--- config.mk ---
export PLATFORM = sky130hd
export DESIGN_NAME = cus_rem
export DESIGN_NICKNAME = d
export VERILOG_FILES = /design/src/hdl/cus_rem.sv
export SDC_FILE = /design/constraint.sdc
export NUM_CORES = 1
export LEC_CHECK = 0
export BUFFER_PORTS_ARGS = -buffer_cell sky130_fd_sc_hd__buf_2
export CAP_MARGIN = 20
export CORE_MARGIN = 1
export CORE_UTILIZATION = 51
export CTS_BUF_LIST = sky130_fd_sc_hd__clkbuf_16
export DETAILED_ROUTE_END_ITERATION = 7
export GPL_TIMING_DRIVEN = 0
export PLACE_DENSITY = 0.76
export SYNTH_ARGS = -nofsm -noshare
export SYNTH_HDL_FRONTEND = slang
export SYNTH_SLANG_ARGS = --single-unit
--- constraint.sdc ---
create_clock -name clock -period 3.6 [get_ports clock]
set_input_delay 0.72 -clock clock [delete_from_list [all_inputs] [get_ports clock]]
set_output_delay 0.72 -clock clock [all_outputs]
set_load 0.05 [all_outputs]
--- src/hdl/cus_rem.sv ---
// remainder of a 64-bit hash by the row width, folded with a constant then finished by compare-subtract
module cus_rem #(
   parameter int ROW_WIDTH = 4096
) (
   input  logic                         clock,
   input  logic                         reset,
   input  logic                         start,
   input  logic [63:0]                  value,
   output logic                         done,
   output logic [$clog2(ROW_WIDTH)-1:0] remainder
);

   localparam int PW = $clog2(ROW_WIDTH);
   localparam int K  = PW + 4;
   localparam logic [63:0]   RW_C      = 64'(ROW_WIDTH);
   localparam logic [63:0]   R_FULL    = (64'd1 << K) % RW_C;
   localparam logic [PW-1:0] R_C       = PW'(R_FULL);
   localparam logic [2:0]    LAST_STEP = 3'd5;

   logic                busy_ff, busy_in;
   logic                done_ff, done_in;
   logic                sub_ff, sub_in;
   logic [2:0]          step_ff, step_in;
   logic [63:0]         x_ff, x_in;
   logic [63-K:0]       fold_hi;
   logic [K-1:0]        fold_lo;
   logic [63-K+PW:0]    fold_prod;
   logic [63:0]         fold_val;
   logic [63:0]         sub_mult;

   always_comb begin
      fold_hi   = x_ff[63:K];
      fold_lo   = x_ff[K-1:0];
      // 2^K is congruent to R_C, so the high part folds down with one small product
      fold_prod = {{PW{1'b0}}, fold_hi} * {{(64-K){1'b0}}, R_C};
      fold_val  = 64'(fold_prod) + {{(64-K){1'b0}}, fold_lo};
      sub_mult  = RW_C << step_ff;
      busy_in   = busy_ff;
      done_in   = 1'b0;
      sub_in    = sub_ff;
      step_in   = step_ff;
      x_in      = x_ff;
      if (start) begin
         busy_in = 1'b1;
         sub_in  = 1'b0;
         step_in = LAST_STEP;
         x_in    = value;
      end else if (busy_ff) begin
         if (!sub_ff) begin
            // below 2^(K+1) the value is under 64 row widths
            if (x_ff[63:K+1] == '0) begin
               sub_in  = 1'b1;
               step_in = LAST_STEP;
            end else begin
               x_in = fold_val;
            end
         end else begin
            if (x_ff >= sub_mult) begin
               x_in = x_ff - sub_mult;
            end
            step_in = step_ff - 3'd1;
            if (step_ff == 3'd0) begin
               busy_in = 1'b0;
               done_in = 1'b1;
            end
         end
      end
   end

   always_ff @(posedge clock) begin
      if (reset) begin
         busy_ff <= 1'b0;
         done_ff <= 1'b0;
         sub_ff  <= 1'b0;
         step_ff <= 3'd0;
      end else begin
         busy_ff <= busy_in;
         done_ff <= done_in;
         sub_ff  <= sub_in;
         step_ff <= step_in;
      end
      x_ff <= x_in;
   end

   assign done      = done_ff;
   assign remainder = x_ff[PW-1:0];

   always_ff @(posedge clock) begin
      assert property (disable iff (reset) start |-> !busy_ff)
         else $error("remainder unit started while busy");
      assert property (disable iff (reset) done_ff |-> (x_ff < RW_C))
         else $error("remainder not below row width");
      assert property (disable iff (reset) (busy_ff && sub_ff && step_ff == 3'd0) |=> done_ff)
         else $error("remainder unit missed its done pulse");
   end

endmodule

Yosys cells after proc, flatten, opt, wreduce, memory -nomap -nowiden:

Cells that the tools add are included.
W data, S select, Z words.

* output and inout port bits: 13
* word-level logic and storage cells: 44
* register bits: 70
* input bits: 67

* multiplexer cells: 16
* shift operators: 1
* magnitude comparators: 1
* $add $sub $neg: 2
* equal/unequal tests: 2
* bitwise gates (word level): 2
* reduce and logical (&&, ||, !) cells: 13

Operators by type and width (number)
* $mux W64: 5
* $ge A64 B64 Y1: 1
* $shl A13 B3 Y64 const A: 1
* $sub A64 B64 Y64: 1
* $logic_not A47 Y1: 1
* $mux W3: 4
* $reduce_bool A2 Y1: 4
* $mux W1: 7
* $reduce_and A3 Y1: 2
* $reduce_and A2 Y1: 2
* $reduce_or A4 Y1: 1
* $logic_not A3 Y1: 1
* $ne A3 B2 Y1 const B: 1
* $ne A3 B3 Y1 const B: 1
* $reduce_bool A3 Y1: 1
* $sub A3 B1 Y3 const B: 1
* $not A1 Y1: 2
* $reduce_or A2 Y1: 1

Depth between registers and ports, before layout:

* word-level depth: 6
* gate-level depth with buffers: 11
* depth with buffers taken out: 10

Least setup slack after synthesis:

OpenSTA, ideal clock, no wires.

* kind: register to register
* from: reg step_ff[0]
* to: reg x_ff[16], enable pin
* path buffers: 1
* data arrival time: 3.056 ns
* stages on the path, launching flop included: 12
* slack: 0.063 ns
* period minus slack after synthesis: 3.537 ns
* data required time: 3.119 ns
* cell sequence: dfxtp_1 inv_1 ha_1 nand2b_1 ha_1 o21a_1 o221ai_1 a21o_1 and3_1 clkbuf_1 a21oi_1 or3_1

* word-level cells in the longest chain between the ends: 4

RTL lines
* start: declaration: line 23 `logic [2:0] step_ff, step_in;`
* start signal: assignment: line 80 `step_ff <= step_in;`
* $shl A13 B3 Y64: line 37 `sub_mult = RW_C << step_ff;`
* $ge A64 B64 Y1: line 58 `if (x_ff >= sub_mult) begin`
* $ne A3 B2 Y1 (no line)
* $reduce_and A3 Y1 (no line)
* end signal: assignment: line 82 `x_ff <= x_in;`
* end: declaration: line 24 `logic [63:0] x_ff, x_in;`

No other way between the ends.
A chain may end at the register's enable or synchronous reset.

Worst setup path in the final report:

* from: reg step_ff[0]
* to: reg x_ff[29], enable pin

Same word-level chain as after synthesis.

==> reports/qor.yml <==
route:
  routedWlPerCell_um: 18.76
  ant_nets: 0
  routed_via_density: 6.152
  drt_iter0_drc: 359
  vias: 4159
  drc: 0
  drt_wl_total_um: 12680
  first_pass_iters: 5
critical_path:
  cp_cell_sequence: "inv_1 > ha_1 > nand2b_1 > ha_1 > o21a_1 > o221ai_1 > a21o_2 > and3_2 > a21oi_1 > or3_4 > buf_12"
  crit_required_ps: 3680
  crit_type: "flip-flop to flip-flop"
  reg2reg_slack_ps: 220
  cp_slowest_stage_delay_ps: 490
  startpoint_type: "flip-flop"
  r2r_start: "step_ff[0]"
  arrival_ps: 3460
  slowest_stage: "or3_4"
  reg2reg_depth: 11
  crit_buf_inv: 2
  worstReg2RegEnd: "x_ff[29]"
  critical_path.most_common_cell: "ha_1"
  worst-path-max-fanout: 35
  endpoint_kind: "flip-flop"
  cp_top_family: "simple AND/OR/NAND/NOR gates"
clock_network:
  cts_hold_buf: 0
  cts_tree: "built"
  clk-insertion-delay-late_ps: 330
  clkTransAtPathRegs_ps: 60
  cts_sinks: 70
  root_buffer: "clkbuf_16"
  cts_setup_buffers: 0
  numCtsBuffers: 9
  clockBufferDepth: 2
  htreeDepth: 3
timing:
  finalHoldViolations: 0
  setup_viol: 0
  fin_crit_ps: 3382
  slew_headroom: 0.4499
  worst_slew_pin_slew_ps: 825.2
  fmax_ghz: 0.2957
  finalWorstSetupSlack_ps: 218.1
  rsz0062_at_grt: "false"
  fin_crit_sh: 0.9394
  fin_tns_setup_ps: 0
  final_max_slew_viol_count: 0
  fin_skew_ps: 7.423
  timing.hold.ws_ps: 561.0
synth:
  synth.distinct_cells: 58
  ys_seq_area_frac: 0.4587
  synthesis.area_sq_mm: 0.004452
  synth_edf_count: 64
  yosysWarnings: 0
  synthFlopType: "edfxtp_1"
  synthArstFlopShare: 0
  yosysTopAreaCellShare: 0.4317
  synthesis.nets: 556
  synth_area_leaders: "edfxtp_1 43%, nand2_1 6.7%, o21ai_0 5.4%"
  synth_area_leader_cell: "edfxtp_1"
  syn_area_per_cell_sq_um: 9.352
  ys_ff_latch: 70
  netlist_instances: 476
pwr:
  fin_total_pwr_uw: 2235
  pwr_density_cell_mw_per_mm2: 423.3
  ir_worst_vdd_uv: 313.0
  power_leakage_uw: 0.002040
place:
  io_buffers: 79
  gp_congestion: 0.9126
  place_ws_ps: -252.1
  place_hpwl_um: 9009
hold_path:
  hold_depth: 1
  hp-start: "step_ff[0]"
  hold_path.class: "flip-flop to flip-flop"
  holdPathEnd: "step_ff[0]"
status:
  status: "complete, no violations"
global_routing:
  use_met3: 0.06300
  grt_pass1_wl_um: 19890
  grt_use_total: 0.2938
  grt-ovfl-total: 0
  antenna_found_initial: 0
  grt_max_degree: 36
  grt_pass1_vias: 4049
  use_met2: 0.4619
  busiest_layer: "met2"
  use_met1: 0.3829
floorplanning:
  ios: 80
  fp.dieH_um: 95.43
  initial_core_util: 0.5338
  core_sq_mm: 0.008341
  rows: 33
  die_area_sq_mm: 0.009107
  dieWidth_um: 95.43
cells_and_area:
  areaGrowthSynthToFinish_pct: 18.61
  fin_util: 0.6331
  nNetsFinal: 646
  diodes: 0
  layout-drive-gt1-share: 0.2242
job:
  cap_violations: 0
==> stage by stage <==
| stage | instances | instance area [sq um] |
|---|---|---|
| final | 676 | 5280 |
| after global routing | 676 | 5280 |
| after CTS | 677 | 5283 |
| after detailed placement | 661 | 5000 |
| after global placement | 660 | 4979 |
| after floorplan | 476 | 4452 |
==> state kept, by name, summed over array words and instances, names as in the netlist <==
signal	count
sub_ff	1
x_ff	64
done	1
step_ff	3
busy_ff	1
==> logic make-up after synthesis <==
logic type | share of synthesized area
xor+xnor | 0.03541
simple gates | 0.2198
compound gates | 0.1908
buf+inv | 0.05396
mux | 0.004778
flops | 0.4587
fa+ha+maj | 0.03654
==> layout by cell type (no fill, tap or decap), types with 4 or more instances in the layout <==
cell type,n
a31oi_1,6
nand4_1,7
or4_1,9
or3_1,5
nor4_1,10
clkbuf_1,16
a21boi_0,5
a21oi_1,27
xor2_1,11
nand2_1,79
a21o_1,4
nand4b_1,4
o31ai_1,7
inv_1,10
edfxtp_1,64
nand2b_1,4
dfxtp_1,6
nand3_1,14
nor2_1,26
or2_2,5
buf_4,12
o21ai_0,48
and2_1,4
buf_2,79
nor3_1,17
o211ai_1,9
xnor2_1,7
ha_1,13
clkbuf_16,10
==> synth_stat cells (2+ instances only) <==
| cell type | count |
|---|---|
| or3_2 | 2 |
| o211ai_1 | 9 |
| a22oi_1 | 2 |
| nand4b_1 | 4 |
| o31ai_1 | 7 |
| a21boi_0 | 5 |
| edfxtp_1 | 64 |
| or4_1 | 9 |
| and3_1 | 2 |
| clkbuf_8 | 2 |
| ha_1 | 13 |
| a21o_1 | 5 |
| o41ai_1 | 3 |
| o31a_1 | 2 |
| a21oi_1 | 27 |
| nand3_1 | 14 |
| o21a_1 | 3 |
| dfxtp_1 | 6 |
| nor4_1 | 10 |
| nor2_1 | 26 |
| inv_1 | 8 |
| or2_2 | 5 |
| nand2_1 | 79 |
| nand4_1 | 7 |
| nor3_1 | 17 |
| nor3b_1 | 2 |
| o311ai_0 | 3 |
| xor2_1 | 11 |
| and2_1 | 4 |
| o21ai_0 | 48 |
| clkbuf_1 | 17 |
| or4_4 | 3 |
| or3_1 | 6 |
| nand2b_1 | 4 |
| a211oi_1 | 2 |
| a31oi_1 | 6 |
| xnor2_1 | 7 |
| buf_4 | 12 |
==> worst register-to-register path, stage by stage (launching register included) <==
cell	delay [ps]
dfxtp_1	410
inv_1	110
ha_1	230
nand2b_1	150
ha_1	310
o21a_1	250
o221ai_1	230
a21o_2	290
and3_2	310
a21oi_1	100
or3_4	490
buf_12	230
==> repair_timing <==
item | in CTS | in global routing
resized for setup | 2 | 1
hold endpoints to repair | 0 | 0
cloned | 0 | 0
setup endpoints to repair | 48 | 35
==> per-layer routing <==
metal	up-vias	part of all wire	routed length [um]
li1	1969	-	-
met1	1929	0.43	5453
met2	223	0.45	5762
met3	38	0.083	1049
met4	0	0.033	418
met5	-	0	0
==> power by group <==
part | internal [uW] | switching (uW) | total (uW)
combinational | 148 | 234 | 382
sequential | 960 | 55.1 | 1020
clock | 499 | 339 | 838
==> how the worst max path moves through the flow <==
stage | from | to | slack (ps) | cells past startpoint
finish | step_ff[0] | x_ff[29] | 220 | 11
global route | step_ff[0] | x_ff[36] | 50 | 10
CTS | step_ff[0] | x_ff[19] | 50 | 12
detailed placement | step_ff[0] | x_ff[33] | -250 | 12
global placement | step_ff[0] | x_ff[33] | -790 | 11
floorplan | step_ff[0] | x_ff[16] | 60 | 11
==> layout make-up <==
| type | instances | area [sq um] |
|---|---|---|
| clock inverter | 6 | 27.53 |
| multi-input combinational | 363 | 2177 |
| fill | 686 | 3060 |
| sequential | 70 | 2042 |
| inverter | 9 | 33.78 |
| timing repair buffer | 80 | 415.4 |
| clock buffer | 10 | 250.2 |
| buffer | 33 | 202.7 |
| tap | 105 | 131.4 |
No activity file was read; power rests on OpenSTA's default activity.
