<file path="src/hdl/cus_pkg.sv">
// shared types and constants of the conservative update sketch
package cus_pkg;

   localparam int CNT_W      = 31;
   localparam int KEY_LO_W   = 64;
   localparam int KEY_HI_W   = 40;
   localparam int AMOUNT_W   = 16;
   localparam int SEED_W     = 64;
   localparam int CSR_IDX_W  = 8;
   localparam int SEED_COUNT = 4;
   localparam int MM_SHIFT   = 47;

   localparam logic [CNT_W-1:0] CNT_MAX   = 31'h7fffffff;
   localparam logic [63:0]      MM_MUL    = 64'hc6a4a7935bd1e995;
   localparam logic [63:0]      KEY_BYTES = 64'd13;
   localparam logic [63:0]      MM_HX     = MM_MUL * KEY_BYTES;

   localparam logic [CSR_IDX_W-1:0] CSR_SEED_ROW0 = 8'd0;
   localparam logic [CSR_IDX_W-1:0] CSR_SEED_ROW1 = 8'd1;
   localparam logic [CSR_IDX_W-1:0] CSR_SEED_ROW2 = 8'd2;
   localparam logic [CSR_IDX_W-1:0] CSR_SEED_ROW3 = 8'd3;

   localparam logic [SEED_W-1:0] SEED_RESET0 = 64'd541;
   localparam logic [SEED_W-1:0] SEED_RESET1 = 64'd1211;
   localparam logic [SEED_W-1:0] SEED_RESET2 = 64'd1862;
   localparam logic [SEED_W-1:0] SEED_RESET3 = 64'd1094;

   typedef enum logic [3:0] {
      ST_CLEAR,
      ST_IDLE,
      ST_K1,
      ST_K2,
      ST_H1,
      ST_H2,
      ST_H3,
      ST_MOD,
      ST_RD,
      ST_MIN,
      ST_WR,
      ST_DONE
   } state_type;

endpackage

</file>
<file path="src/hdl/cus_mul.sv">
// iterative 64-bit multiply by the hash constant, low 64 bits, one 32x32 product a cycle
module cus_mul (
   input  logic        clock,
   input  logic        reset,
   input  logic        start,
   input  logic [63:0] operand,
   output logic        done,
   output logic [63:0] result
);
   import cus_pkg::*;

   logic        busy_ff, busy_in;
   logic        done_ff, done_in;
   logic [1:0]  step_ff, step_in;
   logic [63:0] a_ff, a_in;
   logic [63:0] acc_ff, acc_in;
   logic [31:0] x, y;
   logic [63:0] prod;

   always_comb begin
      x    = (step_ff == 2'd2) ? a_ff[63:32] : a_ff[31:0];
      y    = (step_ff == 2'd1) ? MM_MUL[63:32] : MM_MUL[31:0];
      prod = {32'b0, x} * {32'b0, y};
   end

   always_comb begin
      busy_in = busy_ff;
      done_in = 1'b0;
      step_in = step_ff;
      a_in    = a_ff;
      acc_in  = acc_ff;
      if (start) begin
         busy_in = 1'b1;
         step_in = 2'd0;
         a_in    = operand;
      end else if (busy_ff) begin
         if (step_ff == 2'd0) begin
            acc_in = prod;
         end else begin
            acc_in = {acc_ff[63:32] + prod[31:0], acc_ff[31:0]};
         end
         step_in = step_ff + 2'd1;
         if (step_ff == 2'd2) begin
            busy_in = 1'b0;
            done_in = 1'b1;
         end
      end
   end

   always_ff @(posedge clock) begin
      if (reset) begin
         busy_ff <= 1'b0;
         done_ff <= 1'b0;
         step_ff <= 2'd0;
      end else begin
         busy_ff <= busy_in;
         done_ff <= done_in;
         step_ff <= step_in;
      end
      a_ff   <= a_in;
      acc_ff <= acc_in;
   end

   assign done   = done_ff;
   assign result = acc_ff;

   always_ff @(posedge clock) begin
      assert property (disable iff (reset) start |-> !busy_ff)
         else $error("multiplier started while busy");
      assert property (disable iff (reset) done_ff |-> !busy_ff)
         else $error("multiplier done while still busy");
      assert property (disable iff (reset) (busy_ff && step_ff == 2'd2) |=> done_ff)
         else $error("multiplier missed its done pulse");
   end

endmodule

</file>
<file path="config.mk">
export PLATFORM = sky130hd
export DESIGN_NAME = cus_mul
export DESIGN_NICKNAME = d
export VERILOG_FILES = /design/src/hdl/cus_pkg.sv /design/src/hdl/cus_mul.sv
export SDC_FILE = /design/constraint.sdc
export NUM_CORES = 2
export LEC_CHECK = 0
export BUFFER_PORTS_ARGS = -buffer_cell sky130_fd_sc_hd__clkbuf_2
export CORE_UTILIZATION = 55
export DETAILED_ROUTE_END_ITERATION = 7
export PLACE_DENSITY = 0.75
export SKIP_CTS_REPAIR_TIMING = 1
export SYNTH_ARGS = -nofsm -noshare
export SYNTH_HDL_FRONTEND = slang
export SYNTH_SLANG_ARGS = --single-unit
</file>
<file path="constraint.sdc">
create_clock -name clock -period 9.6 [get_ports clock]
set_input_delay 0.96 -clock clock [delete_from_list [all_inputs] [get_ports clock]]
set_output_delay 0.96 -clock clock [all_outputs]
set_load 0.005 [all_outputs]
</file>
# Word-level counts from Yosys, hierarchy flattened
# Index checks and enable logic that the tools add are counted.
# classes
addsub	2
mul	1
eq_ne	2
mux	7
n_bitwise	2
n_reduce_logical	5
# op_table
op	count
32-bit by 32-bit multiplier with 64-bit output	1
32-bit two-way mux	2
64-bit two-way mux	1
32-bit adder	1
1-bit two-way mux	4
3-bit AND reduction	1
3-bit OR reduction	1
2-bit by 1-bit adder with 2-bit output, second input constant	1
2-bit by 1-bit equality test with 1-bit output, second input constant	1
2-bit equality test, second input constant	1
2-bit zero test	1
1-bit NOT	2
2-bit AND reduction	1
2-bit OR reduction	1
# totals
regBits	132
input_bits	67
out_inout_bits	65
wordCells	25

# Longest topological paths before layout
# logic_depth
depth_word	5
mapped_depth	43
depth_no_buf	40

# Least setup slack after synthesis
# Ideal clock, no wire load.
# synth_path
kind	register -> register
start	reg step_ff[0]
end	reg acc_ff[63], in the netlist result[63] (data pin)
setup_ps	258
arrival_ps	9001
t_required_ps	9342
slack_ps	341
stages_incl_launch_ff	41
path_buffers	3
synth_period_minus_slack_ps	9259
cell_sequence	dfxtp_1 -> inv_1 -> ha_1 -> clkbuf_1 -> buf_2 -> buf_2 -> mux2i_1 -> inv_1 -> nand2b_1 -> inv_1 -> ha_1 -> fa_1 -> inv_1 -> fa_1 -> fa_1 -> inv_1 -> fa_1 -> inv_1 -> [... 5 more ...] -> inv_1 -> ha_1 -> o21a_1 -> o21bai_1 -> a21o_1 -> a21oi_2 -> o21ai_1 -> o21ai_0 -> xor2_1 -> ha_1 -> a21o_1 -> a21o_1 -> nor3_1 -> o21ai_0 -> nand2_1 -> o21ai_0 -> xnor2_1 -> o221a_1
# synth_between
elab_chain_cells	5
word_cells_on_any_way	8
classes_between	add/sub: 1; mul: 1; eq/ne: 2; mux: 3; reduce/logical: 1
# synth_rtl
element	line_no	source
start: declaration	cus_mul.sv:14	logic [1:0] step_ff, step_in;
start signal: assignment	cus_mul.sv:58	step_ff <= step_in;
2-bit equality test / 2-bit by 1-bit equality test with 1-bit output (equally long branches)	cus_mul.sv:21, cus_mul.sv:22	
32-bit two-way mux, on equally long branches	cus_mul.sv:21, cus_mul.sv:22	
32-bit by 32-bit multiplier with 64-bit output (*)	cus_mul.sv:23	prod = {32'b0, x} * {32'b0, y};
via prod[27]	cus_mul.sv:18	logic [63:0] prod;
32-bit adder (*)	cus_mul.sv:40	acc_in = {acc_ff[63:32] + prod[31:0], acc_ff[31:0]};
64-bit two-way mux (*)	cus_mul.sv:37	if (step_ff == 2'd0) begin
end signal: assignment	cus_mul.sv:61	acc_ff <= acc_in;
end: declaration	cus_mul.sv:16	logic [63:0] acc_ff, acc_in;
# The timed path passes the listed nets; every way through them passes the cells marked *.
# A chain may end at the register's enable or synchronous reset.

# Worst setup path after layout
# layout_path
start	reg step_ff[0]
end	reg acc_ff[62], in the netlist result[62] (data pin)
# layout_between
elab_chain_cells	5
word_cells_on_any_way	8
classes_between	add/sub: 1; mul: 1; eq/ne: 2; mux: 3; reduce/logical: 1
# layout_rtl
element	line_no
2-bit equality test / 2-bit by 1-bit equality test with 1-bit output (equally long branches)	cus_mul.sv:21, cus_mul.sv:22
32-bit two-way mux, on equally long branches	cus_mul.sv:21, cus_mul.sv:22
32-bit by 32-bit multiplier with 64-bit output	cus_mul.sv:23
32-bit adder	cus_mul.sv:40
64-bit two-way mux (*)	cus_mul.sv:37
# Mark *: on every way between the ends. The rest lies on a longest branch, timed or not.

==> results.py <==
metrics = {
    "critical_path": {
        "path_max_fanout": 14,
        "setup.worst_path.class": "reg2reg",
        "critPathArrivalTime_ns": 9.49,
        "critical_path.top_delay_family": "adder cells",
        "cp_num_buf_inv": 7,
        "cp_slowest_cell": "fa_1",
        "cp_common_cell": "fa_1",
        "kind_of_end_point_of_the_critical_path": "register",
        "crit_path_start_kind": "register",
        "worstPathRequired_ns": 9.86,
        "critPathMaxStageDelay_ns": 0.60,
    },
    "routing": {
        "via_count": 21900,
        "remaining_drc_errors": 0,
        "final_antenna_net_count": 0,
        "wire_length_after_detailed_routing_mm": 93.2,
        "routed_via_density": 5.53,
        "detailedRoute.firstPassIterationCount": 5,
        "route.detailed.wl_per_inst_um": 23.6,
        "drt-initial-drc-count": 1425,
    },
    "yosys": {
        "synth.ff_latch_count": 132,
        "synth_top_family_by_area": "adder cells",
        "ys_types": 69,
        "yosys-top-cells-area": "fa_1, ha_1, edfxtp_1",
        "synth_top_cell_area_share_pct": 40.4,
        "yosys.area_share.xor_xnor_pct": 3.32,
        "postSynth.asyncResetShare_pct": 0,
        "synth_area_leader_cell": "fa_1",
        "synth.top_cells.by_count": "inv_1, fa_1, ha_1, a21oi_1, edfxtp_1",
        "synth_simple_gate_area_share_pct": 5.29,
        "post_synth_edffs": 128,
        "synth.net_count": 4060,
        "yosys_warnings": 0,
        "synthAdderAreaFrac_pct": 58.1,
        "post_synth_inst_count": 2940,
        "syn-cell-area_mm2": 0.0306,
        "synthFlopType": "edfxtp_1",
        "synth_compound_area_share_pct": 8.64,
        "ys_seq_area_share_pct": 12.8,
        "synthesis.area_per_instance_um2": 10.4,
        "yosysMostFrequentCell": "inv_1",
        "muxShareOfSynthArea_pct": 1.43,
    },
    "global_routing": {
        "grt.total_usage_pct": 34.3,
        "antenna_violations_before_repair": 0,
        "first_global_vias": 23500,
        "grt_first_pass_wirelength_mm": 141,
        "globalRoute.totalOverflow": 0,
        "pin_count_of_the_biggest_net_entering_global_routing": 58,
    },
    "placed_design": {
        "gp_routability_congestion": 1.05,
        "dp_hpwl_mm": 82.6,
        "numPlacedInstances": 3923,
        "port-buffer-count": 131,
    },
    "die": {
        "fp.dieW_um": 238,
        "io_pins": 132,
        "floorplan.core_area_mm2": 0.0551,
        "rows": 86,
        "die_area_mm2": 0.0567,
        "die_y_um": 238,
        "floorplan.initialDensity_pct": 55.6,
    },
    "timing": {
        "slew_viol_final": 0,
        "max_slew.worst_pin.slew_ns": 0.906,
        "finalCriticalPeriod_ns": 9.24,
        "slew-limit-headroom_pct": 39.4,
        "setup-violations-final": 0,
        "period_share_pct": 96.2,
        "timing.fmax_mhz": 108,
        "final-hold-violation-count": 0,
        "final.setup_skew_ns": 0.0185,
    },
    "worst_hold_path": {
        "worstHoldPathType": "reg2reg",
    },
    "clock_network": {
        "clock_insertion_delay_worst_skew_ns": 0.50,
        "ctsRootBufferMaster": "clkbuf_16",
        "tritoncts": "done",
        "cts_buffer_depth": 2,
        "htree_num_levels": 4,
        "cts_buffer_count": 17,
        "clkSlewWorstSetupHoldPaths_ns": 0.08,
        "cts_sinks": 132,
    },
    "job": {
        "drv.max_cap_violation_count": 0,
    },
    "final_layout": {
        "final_layout_size_suffix_gt1_share_pct": 12.7,
        "diodes": 0,
        "fin_cells": 3956,
        "area_growth_pct": 11.0,
        "fin_nets": 4315,
    },
    "run_status": {
        "run_status": "complete, no violations",
    },
}
[cells in the final DEF, fill, tap and decap left out, types with 13 or more instances in the layout]
master	n
mux2i_1	22
clkbuf_16	17
a21oi_1	146
fa_1	618
xor2_1	51
o21ai_0	51
nand2_1	96
ha_1	428
nand2b_1	18
o21bai_1	17
edfxtp_1	128
a21o_1	82
nand4_1	20
nor2_1	117
xnor2_1	60
nor3_1	15
buf_4	159
o21a_1	13
inv_1	779
clkbuf_2	130
and2_1	14
[tightest hold or removal path: cells and delay by family (launching register included)]
family,cells,cell delay [ns]
muxes,1,0.13
and+or+nand+nor,1,0.05
DFF,1,0.35
[registers in the layout (all words and copies together) (netlist names)]
register	count
step_ff	2
a_ff	64
busy_ff	1
done	1
result	64
[layout make-up]
type,count,area (um^2)
fillers,4686,21100
well taps,748,936
clock inverters,15,183
inverters,785,2950
flip-flops and latches,132,3930
multi-input cells,1968,23700
repair buffers,291,1880
clock buffers,17,425
[worst paths after layout]
path / from / endpoint / slack [ns] / cells after the start
max: step_ff[0] / result[62] / 0.36 / 28
min: step_ff[1] / step_ff[1] / 0.57 / 2
max reg2reg: step_ff[0] / result[62] / 0.36 / 28
min reg2reg: step_ff[1] / step_ff[1] / 0.57 / 2
[through the flow]
stage | util [%] | hold WS [ns] | setup slack, ns | area, um^2 | TNS [ns]
after CTS | 61.4 | 0.548 | -0.0740 | 33800 | -0.0776
after global routing | 61.7 | 0.594 | -0.0538 | 34000 | -0.114
after floorplan | - | 0.509 | 0.341 | 30600 | 0
after detailed placement | 60.3 | 0.539 | -0.0736 | 33200 | -0.0736
final | 61.7 | 0.573 | 0.363 | 34000 | 0
after global placement | 60.3 | 0.533 | 0.192 | 33200 | 0
[kinds of logic after synthesis]
kind of cell | after synthesis
fa+ha+maj | 1053
compound gates | 406
xor+xnor | 116
flops | 132
simple gates | 350
buf+inv | 840
mux | 42
other cells | 1
[metal layers]
layer	global-route usage (%)	wire, um
met3	4.79	5190
met4	19.2	5900
met2	57.4	45800
met1	43.0	36200
met5	0	0
Power is not shown: default switching activity piles up to over one toggle a cycle in this logic, so the estimate is an artifact.
